[config.mk]
export PLATFORM = sky130hd
export DESIGN_NAME = mapped_region_table_unit
export DESIGN_NICKNAME = d
export VERILOG_FILES = /design/src/rtl/mrt_pkg.sv /design/src/rtl/mrt_datapath.sv /design/src/rtl/mrt_ctrl.sv /design/src/rtl/mapped_region_table_unit.sv
export SDC_FILE = /design/constraint.sdc
export NUM_CORES = 2
export LEC_CHECK = 0
export BUFFER_PORTS_ARGS = -buffer_cell sky130_fd_sc_hd__clkbuf_2
export CAP_MARGIN = 10
export CORE_MARGIN = 3
export CORE_UTILIZATION = 45
export DETAILED_ROUTE_END_ITERATION = 10
export GPL_ROUTABILITY_DRIVEN = 0
export PLACE_DENSITY = 0.58
export SYNTH_ARGS = -nofsm -noshare
export SYNTH_HDL_FRONTEND = slang
export SYNTH_SLANG_ARGS = --single-unit
[constraint.sdc]
create_clock -name clk -period 12.6 [get_ports clk]
set_input_delay 1.26 -clock clk [delete_from_list [all_inputs] [get_ports clk]]
set_output_delay 1.26 -clock clk [all_outputs]
set_load 0.01 [all_outputs]
[src/rtl/mrt_pkg.sv]
`timescale 1ns / 1ps
// ----------------------------------------------------------------------------
// mrt_pkg
// Shared types and constants for the mapped region table.
// ----------------------------------------------------------------------------
package mrt_pkg;

  localparam int SLOTS     = 16;
  localparam int PAGE_BITS = 12;
  localparam int SLOT_W    = (SLOTS > 1) ? $clog2(SLOTS) : 1;

  localparam int ADDR_W = 38;
  localparam int LEN_W  = 31;
  localparam int PROT_W = 3;
  localparam int FLAG_W = 2;
  localparam int FILE_W = 6;
  localparam int STAT_W = 3;

  localparam logic [ADDR_W-1:0] CEIL_RESET = 38'h3F_FFFF_E000;

  typedef enum logic [STAT_W-1:0] {
    ST_OK           = 3'd0,
    ST_WRITE_DENIED = 3'd1,
    ST_NO_SLOT      = 3'd2,
    ST_NO_ROOM      = 3'd3,
    ST_NOT_MAPPED   = 3'd4
  } status_t;

  typedef enum logic [2:0] {
    S_IDLE,
    S_MAP_CALC,
    S_MAP_CHECK,
    S_UN_READ,
    S_UN_CHECK,
    S_UN_UPDATE,
    S_DONE
  } state_t;

  typedef struct packed {
    logic [ADDR_W-1:0] start;
    logic [LEN_W-1:0]  length;
    logic [PROT_W-1:0] prot;
    logic [FLAG_W-1:0] flags;
    logic [FILE_W-1:0] file;
  } slot_t;

  typedef struct packed {
    logic    load;
    logic    calc;
    logic    map_commit;
    logic    mem_rd;
    logic    scan_next;
    logic    unmap_commit;
    logic    res_valid;
    status_t res_status;
  } mrt_cmd_t;

  typedef struct packed {
    logic is_unmap;
    logic denied;
    logic no_free;
    logic no_room;
    logic hit;
    logic last;
  } mrt_stat_t;

endpackage

[src/rtl/mrt_datapath.sv]
`timescale 1ns / 1ps
// ----------------------------------------------------------------------------
// mrt_datapath
// Request registers, slot store, ceiling arithmetic and result registers.
// ----------------------------------------------------------------------------
module mrt_datapath
  import mrt_pkg::*;
(
  input  logic              clk,
  input  logic              rst_n,
  input  mrt_cmd_t          cmd,
  output mrt_stat_t         stat,
  input  logic              cfg_wr_en,
  input  logic [ADDR_W-1:0] cfg_wr_data,
  input  logic              in_func,
  input  logic [ADDR_W-1:0] in_address,
  input  logic [LEN_W-1:0]  in_length,
  input  logic [PROT_W-1:0] in_protection,
  input  logic [FLAG_W-1:0] in_map_flags,
  input  logic              in_file_writable,
  input  logic [FILE_W-1:0] in_file_handle,
  input  logic [ADDR_W-1:0] in_heap_top,
  output logic [STAT_W-1:0] out_status,
  output logic [ADDR_W-1:0] out_region_start,
  output logic              out_close_file,
  output logic [FILE_W-1:0] out_closed_handle,
  output logic              out_writeback_needed
);

  slot_t             mem [SLOTS];
  slot_t             rd_data_r;
  logic [SLOTS-1:0]  used_r;
  logic [ADDR_W-1:0] ceiling_r;

  logic              func_r;
  logic [ADDR_W-1:0] addr_r;
  logic [LEN_W-1:0]  len_r;
  logic [PROT_W-1:0] prot_r;
  logic [FLAG_W-1:0] flags_r;
  logic              fwr_r;
  logic [FILE_W-1:0] fh_r;
  logic [ADDR_W-1:0] heap_r;

  logic [SLOT_W-1:0] idx_r;
  logic [SLOT_W-1:0] free_idx_r;
  logic [SLOT_W-1:0] free_idx;
  logic              no_free_r;
  logic              no_free;
  logic [ADDR_W-1:0] nc_r;
  logic              under_r;

  logic [ADDR_W:0]   diff;
  logic [ADDR_W-1:0] len_ext;
  logic [ADDR_W:0]   slot_end;
  logic              exact;
  slot_t             wr_slot;

  logic [STAT_W-1:0] status_r;
  logic [ADDR_W-1:0] region_start_r;
  logic              close_r;
  logic [FILE_W-1:0] handle_r;
  logic              wb_r;

  assign len_ext  = {{(ADDR_W-LEN_W){1'b0}}, len_r};
  assign diff     = {1'b0, ceiling_r} - {1'b0, len_ext};
  assign slot_end = {1'b0, rd_data_r.start}
                  + {{(ADDR_W-LEN_W+1){1'b0}}, rd_data_r.length};
  assign exact    = (addr_r == rd_data_r.start) && (len_r == rd_data_r.length);

  always_comb begin
    free_idx = '0;
    no_free  = 1'b1;
    for (int i = SLOTS - 1; i >= 0; i--) begin
      if (!used_r[i]) begin
        free_idx = SLOT_W'(i);
        no_free  = 1'b0;
      end
    end
  end

  always_comb begin
    stat.is_unmap = func_r;
    stat.denied   = flags_r[0] && prot_r[1] && !fwr_r;
    stat.no_free  = no_free_r;
    stat.no_room  = under_r || (nc_r < heap_r);
    stat.hit      = used_r[idx_r] && (addr_r >= rd_data_r.start)
                 && ({1'b0, addr_r} < slot_end);
    stat.last     = (idx_r == SLOT_W'(SLOTS - 1));
  end

  always_comb begin
    if (cmd.map_commit) begin
      wr_slot.start  = nc_r;
      wr_slot.length = len_r;
      wr_slot.prot   = prot_r;
      wr_slot.flags  = flags_r;
      wr_slot.file   = fh_r;
    end else begin
      wr_slot        = rd_data_r;
      if (addr_r == rd_data_r.start) begin
        wr_slot.start = rd_data_r.start + len_ext;
      end
      wr_slot.length = (len_r >= rd_data_r.length) ? '0 : rd_data_r.length - len_r;
    end
  end

  always_ff @(posedge clk) begin
    if (cmd.map_commit) begin
      mem[free_idx_r] <= wr_slot;
    end else if (cmd.unmap_commit && !exact) begin
      mem[idx_r] <= wr_slot;
    end
    if (cmd.mem_rd) begin
      rd_data_r <= mem[idx_r];
    end
  end

  always_ff @(posedge clk) begin
    if (!rst_n) begin
      used_r    <= '0;
      ceiling_r <= CEIL_RESET;
    end else begin
      if (cfg_wr_en) begin
        ceiling_r <= cfg_wr_data;
      end else if (cmd.map_commit) begin
        ceiling_r <= nc_r;
      end
      if (cmd.map_commit) begin
        used_r[free_idx_r] <= 1'b1;
      end else if (cmd.unmap_commit && exact) begin
        used_r[idx_r] <= 1'b0;
      end
    end
  end

  always_ff @(posedge clk) begin
    if (!rst_n) begin
      idx_r <= '0;
    end else if (cmd.load) begin
      idx_r <= '0;
    end else if (cmd.scan_next) begin
      idx_r <= idx_r + SLOT_W'(1);
    end
  end

  always_ff @(posedge clk) begin
    if (cmd.load) begin
      func_r  <= in_func;
      addr_r  <= in_address;
      len_r   <= in_length;
      prot_r  <= in_protection;
      flags_r <= in_map_flags;
      fwr_r   <= in_file_writable;
      fh_r    <= in_file_handle;
      heap_r  <= in_heap_top;
    end
    if (cmd.calc) begin
      nc_r       <= {diff[ADDR_W-1:PAGE_BITS], {PAGE_BITS{1'b0}}};
      under_r    <= diff[ADDR_W];
      free_idx_r <= free_idx;
      no_free_r  <= no_free;
    end
  end

  always_ff @(posedge clk) begin
    if (cmd.res_valid) begin
      status_r       <= cmd.res_status;
      region_start_r <= '0;
      close_r        <= 1'b0;
      handle_r       <= '0;
      wb_r           <= 1'b0;
      if (cmd.res_status == ST_OK) begin
        if (func_r) begin
          close_r  <= exact;
          handle_r <= exact ? rd_data_r.file : '0;
          wb_r     <= rd_data_r.flags[0] && rd_data_r.prot[1];
        end else begin
          region_start_r <= nc_r;
        end
      end
    end
  end

  assign out_status           = status_r;
  assign out_region_start     = region_start_r;
  assign out_close_file       = close_r;
  assign out_closed_handle    = handle_r;
  assign out_writeback_needed = wb_r;

endmodule

[src/rtl/mrt_ctrl.sv]
`timescale 1ns / 1ps
// ----------------------------------------------------------------------------
// mrt_ctrl
// Sequencer for map checks, the unmap slot scan and result handoff.
// ----------------------------------------------------------------------------
module mrt_ctrl
  import mrt_pkg::*;
(
  input  logic      clk,
  input  logic      rst_n,
  input  logic      in_valid,
  output logic      in_ready,
  output logic      out_valid,
  input  logic      out_ready,
  input  mrt_stat_t stat,
  output mrt_cmd_t  cmd
);

  state_t state_r;
  state_t state_nxt;

  always_ff @(posedge clk) begin
    if (!rst_n) begin
      state_r <= S_IDLE;
    end else begin
      state_r <= state_nxt;
    end
  end

  always_comb begin
    state_nxt      = state_r;
    cmd            = '0;
    cmd.res_status = ST_OK;
    in_ready       = 1'b0;
    out_valid      = 1'b0;
    unique case (state_r)
      S_IDLE: begin
        in_ready = 1'b1;
        if (in_valid) begin
          cmd.load  = 1'b1;
          state_nxt = S_MAP_CALC;
        end
      end
      S_MAP_CALC: begin
        if (stat.is_unmap) begin
          state_nxt = S_UN_READ;
        end else if (stat.denied) begin
          cmd.res_valid  = 1'b1;
          cmd.res_status = ST_WRITE_DENIED;
          state_nxt      = S_DONE;
        end else begin
          cmd.calc  = 1'b1;
          state_nxt = S_MAP_CHECK;
        end
      end
      S_MAP_CHECK: begin
        cmd.res_valid = 1'b1;
        state_nxt     = S_DONE;
        if (stat.no_free) begin
          cmd.res_status = ST_NO_SLOT;
        end else if (stat.no_room) begin
          cmd.res_status = ST_NO_ROOM;
        end else begin
          cmd.map_commit = 1'b1;
        end
      end
      S_UN_READ: begin
        cmd.mem_rd = 1'b1;
        state_nxt  = S_UN_CHECK;
      end
      S_UN_CHECK: begin
        if (stat.hit) begin
          state_nxt = S_UN_UPDATE;
        end else if (stat.last) begin
          cmd.res_valid  = 1'b1;
          cmd.res_status = ST_NOT_MAPPED;
          state_nxt      = S_DONE;
        end else begin
          cmd.scan_next = 1'b1;
          state_nxt     = S_UN_READ;
        end
      end
      S_UN_UPDATE: begin
        cmd.unmap_commit = 1'b1;
        cmd.res_valid    = 1'b1;
        state_nxt        = S_DONE;
      end
      S_DONE: begin
        out_valid = 1'b1;
        if (out_ready) begin
          state_nxt = S_IDLE;
        end
      end
      default: begin
        state_nxt = S_IDLE;
      end
    endcase
  end

endmodule

[src/rtl/mapped_region_table_unit.sv]
`timescale 1ns / 1ps
// ----------------------------------------------------------------------------
// mapped_region_table_unit
// Table of mapped regions with a downward-growing map ceiling.
// ----------------------------------------------------------------------------
// One item is handled at a time. A map passes S_MAP_CALC and S_MAP_CHECK, or
// only S_MAP_CALC when refused for write permission. An unmap scans the slot
// store through its single registered read port, reading a slot in S_UN_READ
// and checking it in S_UN_CHECK; a matching slot is updated in S_UN_UPDATE.
// The result is held until taken; the next item is accepted in the cycle after.
module mapped_region_table_unit
  import mrt_pkg::*;
(
  input  logic              clk,
  input  logic              rst_n,
  input  logic              cfg_wr_en,
  input  logic [ADDR_W-1:0] cfg_wr_data,
  input  logic              in_valid,
  output logic              in_ready,
  input  logic              in_func,
  input  logic [ADDR_W-1:0] in_address,
  input  logic [LEN_W-1:0]  in_length,
  input  logic [PROT_W-1:0] in_protection,
  input  logic [FLAG_W-1:0] in_map_flags,
  input  logic              in_file_writable,
  input  logic [FILE_W-1:0] in_file_handle,
  input  logic [ADDR_W-1:0] in_heap_top,
  output logic              out_valid,
  input  logic              out_ready,
  output logic [STAT_W-1:0] out_status,
  output logic [ADDR_W-1:0] out_region_start,
  output logic              out_close_file,
  output logic [FILE_W-1:0] out_closed_handle,
  output logic              out_writeback_needed
);

  mrt_cmd_t  cmd;
  mrt_stat_t stat;

  mrt_ctrl u_ctrl (
    .clk       (clk),
    .rst_n     (rst_n),
    .in_valid  (in_valid),
    .in_ready  (in_ready),
    .out_valid (out_valid),
    .out_ready (out_ready),
    .stat      (stat),
    .cmd       (cmd)
  );

  mrt_datapath u_dp (
    .clk                  (clk),
    .rst_n                (rst_n),
    .cmd                  (cmd),
    .stat                 (stat),
    .cfg_wr_en            (cfg_wr_en),
    .cfg_wr_data          (cfg_wr_data),
    .in_func              (in_func),
    .in_address           (in_address),
    .in_length            (in_length),
    .in_protection        (in_protection),
    .in_map_flags         (in_map_flags),
    .in_file_writable     (in_file_writable),
    .in_file_handle       (in_file_handle),
    .in_heap_top          (in_heap_top),
    .out_status           (out_status),
    .out_region_start     (out_region_start),
    .out_close_file       (out_close_file),
    .out_closed_handle    (out_closed_handle),
    .out_writeback_needed (out_writeback_needed)
  );

endmodule

After elaboration in Yosys (flattened, before gate mapping)
Memories as Yosys holds them, arrays and structs flattened. A register that Yosys moved wholly into a read port is not among the register bits.
Index checks and enable logic that the tools add are counted.
{"block": "totals", "inputBits": 163, "word_cells": 149, "ramBits": 1280, "reg_bits": 250, "mem_count": 1, "output_inout_bits": 51}
{"memory": "u_dp.mem", "depth": 16, "width": 80, "read_ports": 1, "rd_ports_with_merged_regs": 1, "write_ports": 1, "line": "mrt_datapath.sv:30", "rtl": "slot_t mem [SLOTS];"}
{"block": "op_classes", "eq_ne": 11, "bitwise_logic": 5, "n_mux": 67, "n_addsub": 5, "n_lt_le_gt_ge": 8, "reduce_logical": 28}
{"op": "2-to-1 mux 80 bit", "n": 2}
{"op": "2-to-1 mux 38 bit", "n": 3}
{"op": "OR reduction 80 bit", "n": 1}
{"op": "2-to-1 mux 4 bit", "n": 13}
{"op": "adder 38 x 31 -> 39 bit", "n": 1}
{"op": "< comparator 38 x 39 -> 1 bit", "n": 1}
{"op": "subtractor 38 x 31 -> 39 bit", "n": 1}
{"op": "adder 38 x 31 -> 38 bit", "n": 1}
{"op": "equality test 38 bit", "n": 1}
{"op": ">= comparator 38 bit", "n": 1}
{"op": "< comparator 38 bit", "n": 1}
{"op": "2-to-1 mux 3 bit", "n": 11}
{"op": "2-to-1 mux 16 bit", "n": 2}
{"op": "equality test 31 bit", "n": 1}
{"op": ">= comparator 31 bit", "n": 1}
{"op": "2-to-1 mux 31 bit", "n": 1}
{"op": "subtractor 31 bit", "n": 1}
{"op": "2-to-1 mux 1 bit", "n": 26}
{"op": "case mux 3 bit (6 select lines)", "n": 1}
{"op": "AND 16 bit", "n": 1}
{"op": "inverter 16 bit", "n": 1}
{"op": "OR 16 bit", "n": 1}
{"op": "AND reduction 15 bit", "n": 1}
{"op": "logical AND 1 bit", "n": 10}
{"op": "other kinds (23)", "n": 40}

Longest topological paths before layout
{"block": "logic_depth", "word_depth": 15, "ltp_mapped": 25, "ltp_nobuf": 24}

Modules after synthesis
Synthesis repeated with hierarchy kept, for this count alone.
{"block": "unflattened", "hier_cells": 3839, "area_unflattened_um2": 67367.1}
{"module": "mrt_datapath", "cells_each": 3798, "instances": 1, "area_each_um2": 67026.8, "seq_area_each_um2": 46054.2}
{"module": "mrt_ctrl", "cells_each": 41, "instances": 1, "area_each_um2": 340.3, "seq_area_each_um2": 60.1}

Worst setup path before layout
No wires, ideal clock.
{"block": "synth_path", "kind": "reg-to-reg", "startpoint": "register u_dp.len_r[20]", "endpoint": "memory u_dp.mem[10][0] (netlist bit), enable pin", "n_path_buf": 1, "t_arrival_ns": 5.552, "setup_time_ns": 0.513, "t_required_ns": 12.087, "path_slack_ns": 6.535, "period_less_slack_ns": 6.065, "stages_incl_launch_ff": 11, "cell_sequence": "edfxtp_1 -> inv_1 -> ha_1 -> nand4_1 -> or3_1 -> nor3_1 -> nand4_1 -> nand2b_1 -> clkbuf_1 -> mux2_2 -> nor2_1"}
{"block": "synth_between", "elab_chain_cells": 9, "word_cells_on_any_way": 10, "classes_between": "1 x eq/ne; 5 x mux; 4 x reduce/logical"}
{"element": "start: declaration", "line": "mrt_datapath.sv:37", "rtl": "logic [LEN_W-1:0] len_r;"}
{"element": "start signal: assignment", "line": "mrt_datapath.sv:150", "rtl": "len_r <= in_length;"}
{"element": "equality test 31 bit *", "line": "mrt_datapath.sv:68", "rtl": "assign exact = (addr_r == rd_data_r.start) && (len_r == rd_data_r.length);"}
{"element": "logical AND 1 bit *", "line": "mrt_datapath.sv:68"}
{"element": "zero test 1 bit *", "line": "mrt_datapath.sv:110", "rtl": "end else if (cmd.unmap_commit && !exact) begin"}
{"element": "logical AND 1 bit *", "line": "mrt_datapath.sv:110"}
{"element": "2-to-1 mux 1 bit *", "line": "mrt_datapath.sv:110"}
{"element": "2-to-1 mux 1 bit *", "line": "mrt_datapath.sv:108", "rtl": "if (cmd.map_commit) begin"}
{"element": "2-to-1 mux 1 bit (implied by the code) *", "line": "mrt_datapath.sv:111", "rtl": "mem[idx_r] <= wr_slot;"}
{"element": "OR reduction 80 bit (no source line)"}
{"element": "2-to-1 mux 4 bit (no source line) or 2-to-1 mux 1 bit (tied branches)"}
{"element": "end: declaration", "line": "mrt_datapath.sv:30"}
Every way passes the cells marked *; elsewhere a longest branch is shown, timed or not.

==> flow_metrics.tcl <==
set metrics [dict create \
    grt_max_degree 139 \
    dieArea_sq_um 154000 \
    coreArea_sq_um 148000 \
    synth_commonest_cells "edfxtp_1 (1495), mux4_2 (389), ha_1 (228)" \
    fmaxAchievable_mhz 149 \
    ys_seq_elements 1556 \
    min_to "u_dp.used_r[3]$_SDFFE_PN0P_" \
    antenna_found_initial 8 \
    grt_pass1_vias 36519 \
    placementRows 141 \
    setup_tns_ns 0 \
    clock_latency_ns 0.80 \
    tightest_slew_ns 1.23 \
    cts-root-buf "clkbuf_16" \
    critPathSlowestCell "nor3_2" \
    cts_max_level 4 \
    p_per_area_nw_per_um2 160 \
    area_growth_pct 13.5 \
    cts_setup_buffers 0 \
    instances_no_fill 6202 \
    arrival_ns 7.37 \
    period_minus_slack_ns 6.72 \
    hold_slack_ns 0.538 \
    clk_pin_slew_worst_paths_ns 0.06 \
    ir_drop_mv 0.125 \
    slew_headroom_pct 17.3 \
    syn_inst 3823 \
    worstReg2RegStart "u_dp.rd_data_r[42]$_DFFE_PP_" \
    finalWirelength_mm 184 \
    num_antenna_cells 0 \
    drc 0 \
    hp-start "u_dp.used_r[3]$_SDFFE_PN0P_" \
    path_common_cell "a21o_1" \
    nets 4535 \
    layout-drive-gt1-share_pct 23.1 \
    dr.pass1.iters 5 \
    hp-class "reg -> reg" \
    synth_top_cell_by_area "edfxtp_1" \
    critical_path.max_stage_delay_ns 1.00 \
    cts-resized-gates 0 \
    startpoint_type "flop" \
    worst-path-stages 22 \
    synth_warnings 0 \
    critPathRequiredTime_ns 13.24 \
    io_pins 214 \
    die_w_um 392 \
    r2r_setup_slack_ns 5.88 \
    min_path_cells 2 \
    grt_pass1_wl_mm 264 \
    syn_avg_cell_area_sq_um 17.5 \
    hold_violations 0 \
    slew_violations 0 \
    yosys.cell_count.top_type "edfxtp_1" \
    ff2ff_path_depth 22 \
    dp_hpwl_mm 113 \
    ys_top_cells_by_area "edfxtp_1 (67%), mux4_2 (13%), ha_1 (4.3%)" \
    ant_nets 0 \
    p_leak_nw 25.5 \
    finalSetupViolCount 0 \
    clk_path_buf_depth 3 \
    status "complete, no violations" \
    cts_tree "done" \
    drt_iter0_markers 3758 \
    synth_edf_count 1495 \
    cap_violations 0 \
    finalPower_w 0.0121 \
    timing.final.ws_setup_ns 5.88 \
    cp_top_family "compound AO/OA/AOI/OAI gates" \
    finalClockSkew_ns 0.0504 \
    post-route-period-util_pct 53.4 \
    dp_slack_ns 5.96 \
    portBuffers 198 \
    crit_start "u_dp.rd_data_r[42]$_DFFE_PP_" \
    die_y_um 392 \
    syn-cell-area_sq_um 67100 \
    fillerInstances 12042 \
    crit_path_end_kind "flop" \
    synth.top_cell.area_share_pct 66.9 \
    initial_core_util_pct 45.4 \
    dp_cells 5896 \
    clock_sinks 1556 \
    synth-main-ff-cell "edfxtp_1" \
    yosysSeqAreaShare_pct 68.7 \
    reg2reg_to "u_dp.out_closed_handle[0]$_SDFFCE_PN0P_" \
    wl_per_cell_um 29.7 \
    viasPerCell 5.95 \
    rsz0062_at_grt "no" \
    crit_fanout 7 \
    crit_chain "ha_1, inv_1, fa_1, nor2b_1, o31ai_1, a211oi_1, nor2_1, o21ai_0, a21o_1, a21oi_1, xor2_1, ha_1, a21o_1, a21o_1, a21oi_1, o211ai_1, a221oi_1, o31ai_1, o21ai_2, a211oi_4, nor3_2, and2_1" \
    vias 36904 \
    synth_cell_type_count 79 \
    grtUsageTotal_pct 24.1 \
    overflow 0 \
    cts-buffers-inserted 165 \
    path_class "reg -> reg" \
    async_flop_share_pct 0 \
    path_buf_inv 1 \
    cts-hold-fix-buffers 0 \
]
-- worst max-delay path by stage --
stage / end / slack (ns)
floorplan: u_dp.mem[10][0]$_DFFE_PP_ / 6.54
global placement: u_dp.out_region_start[16]$_SDFFCE_PP0P_ / 6.01
detailed placement: u_dp.out_closed_handle[0]$_SDFFCE_PN0P_ / 5.96
CTS: u_dp.out_closed_handle[0]$_SDFFCE_PN0P_ / 5.94
global route: u_dp.out_closed_handle[0]$_SDFFCE_PN0P_ / 5.51
finish: u_dp.out_closed_handle[0]$_SDFFCE_PN0P_ / 5.88
-- worst register-to-register path, stage by stage (launching register included) --
cell and delay [ns]:
edfxtp_1 0.42, ha_1 0.20, inv_1 0.05, fa_1 0.40, nor2b_1 0.20, o31ai_1 0.14
a211oi_1 0.45, nor2_1 0.14, o21ai_0 0.35, a21o_1 0.18, a21oi_1 0.07, xor2_1 0.15
ha_1 0.29, a21o_1 0.16, a21o_1 0.17, a21oi_1 0.35, o211ai_1 0.27, a221oi_1 0.67
o31ai_1 0.22, o21ai_2 0.24, a211oi_4 0.19, nor3_2 1.00, and2_1 0.28
-- layout by cell type (no fill, tap or decap), types with 96 or more instances in the layout --
cell	count
mux4_2	389
nand2_1	201
clkbuf_2	197
nor2_1	138
ha_1	228
clkbuf_16	165
a21oi_1	156
inv_1	125
buf_4	96
edfxtp_1	1495
-- metal layers --
layer,GRT usage [%],up-vias,share of wire [%]
li1,-,16021,-
met1,35.7,19250,45
met2,37.1,1391,46
met3,4.55,234,7.2
met4,5.53,8,2.0
met5,0,-,0.026
-- cells by family after synthesis --
kind of cell    Yosys count  synth area share, %
other cells               1              0.00559
mux                     446                 14.0
simple gates            640                 4.57
flops                  1556                 68.7
compound gates          560                 5.36
buf+inv                 288                 1.70
fa+ha+maj               231                 4.34
xor+xnor                101                 1.32
-- power breakdown --
| group | total [W] | internal, W | leakage, nW | switching, W |
|---|---|---|---|---|
| Combinational | 0.00132 | 0.000499 | 8.86 | 0.000819 |
| Clock | 0.00474 | 0.00269 | 2.56 | 0.00205 |
| Sequential | 0.00609 | 0.00597 | 14.1 | 0.000120 |
-- state kept, by name, indices dropped and copies added, names as in the netlist, 3 cells and up --
signal	count
u_dp.ceiling_r	38
u_dp.out_region_start	26
u_dp.mem	1232
u_dp.out_closed_handle	6
u_dp.len_r	31
u_dp.out_status	3
u_dp.used_r	16
u_dp.rd_data_r	77
u_dp.addr_r	38
u_dp.heap_r	38
u_dp.fh_r	6
u_dp.nc_r	26
u_dp.idx_r	4
u_ctrl.state_r	3
u_dp.free_idx_r	4
-- cell type report --
cell class / instances / area, sq um / area share (%)
inverter: 131 / 497 / 0.653
multi-input combinational: 1990 / 20000 / 26.3
sequential: 1556 / 46100 / 60.6
timing repair buffer: 297 / 1760 / 2.32
clock buffer: 199 / 4290 / 5.63
clock inverter: 99 / 1010 / 1.33
tap: 1930 / 2410 / 3.17
-- per-stage QoR --
step / area, sq um / utilization (%)
4_1_cts: 76100 / 51.4
3_3_place_gp: 70800 / 47.9
5_1_grt: 76100 / 51.5
2_1_floorplan: 67100 / -
6_report: 76100 / 51.5
3_5_place_dp: 70800 / 47.9
Power figures use the tool's default switching activity.
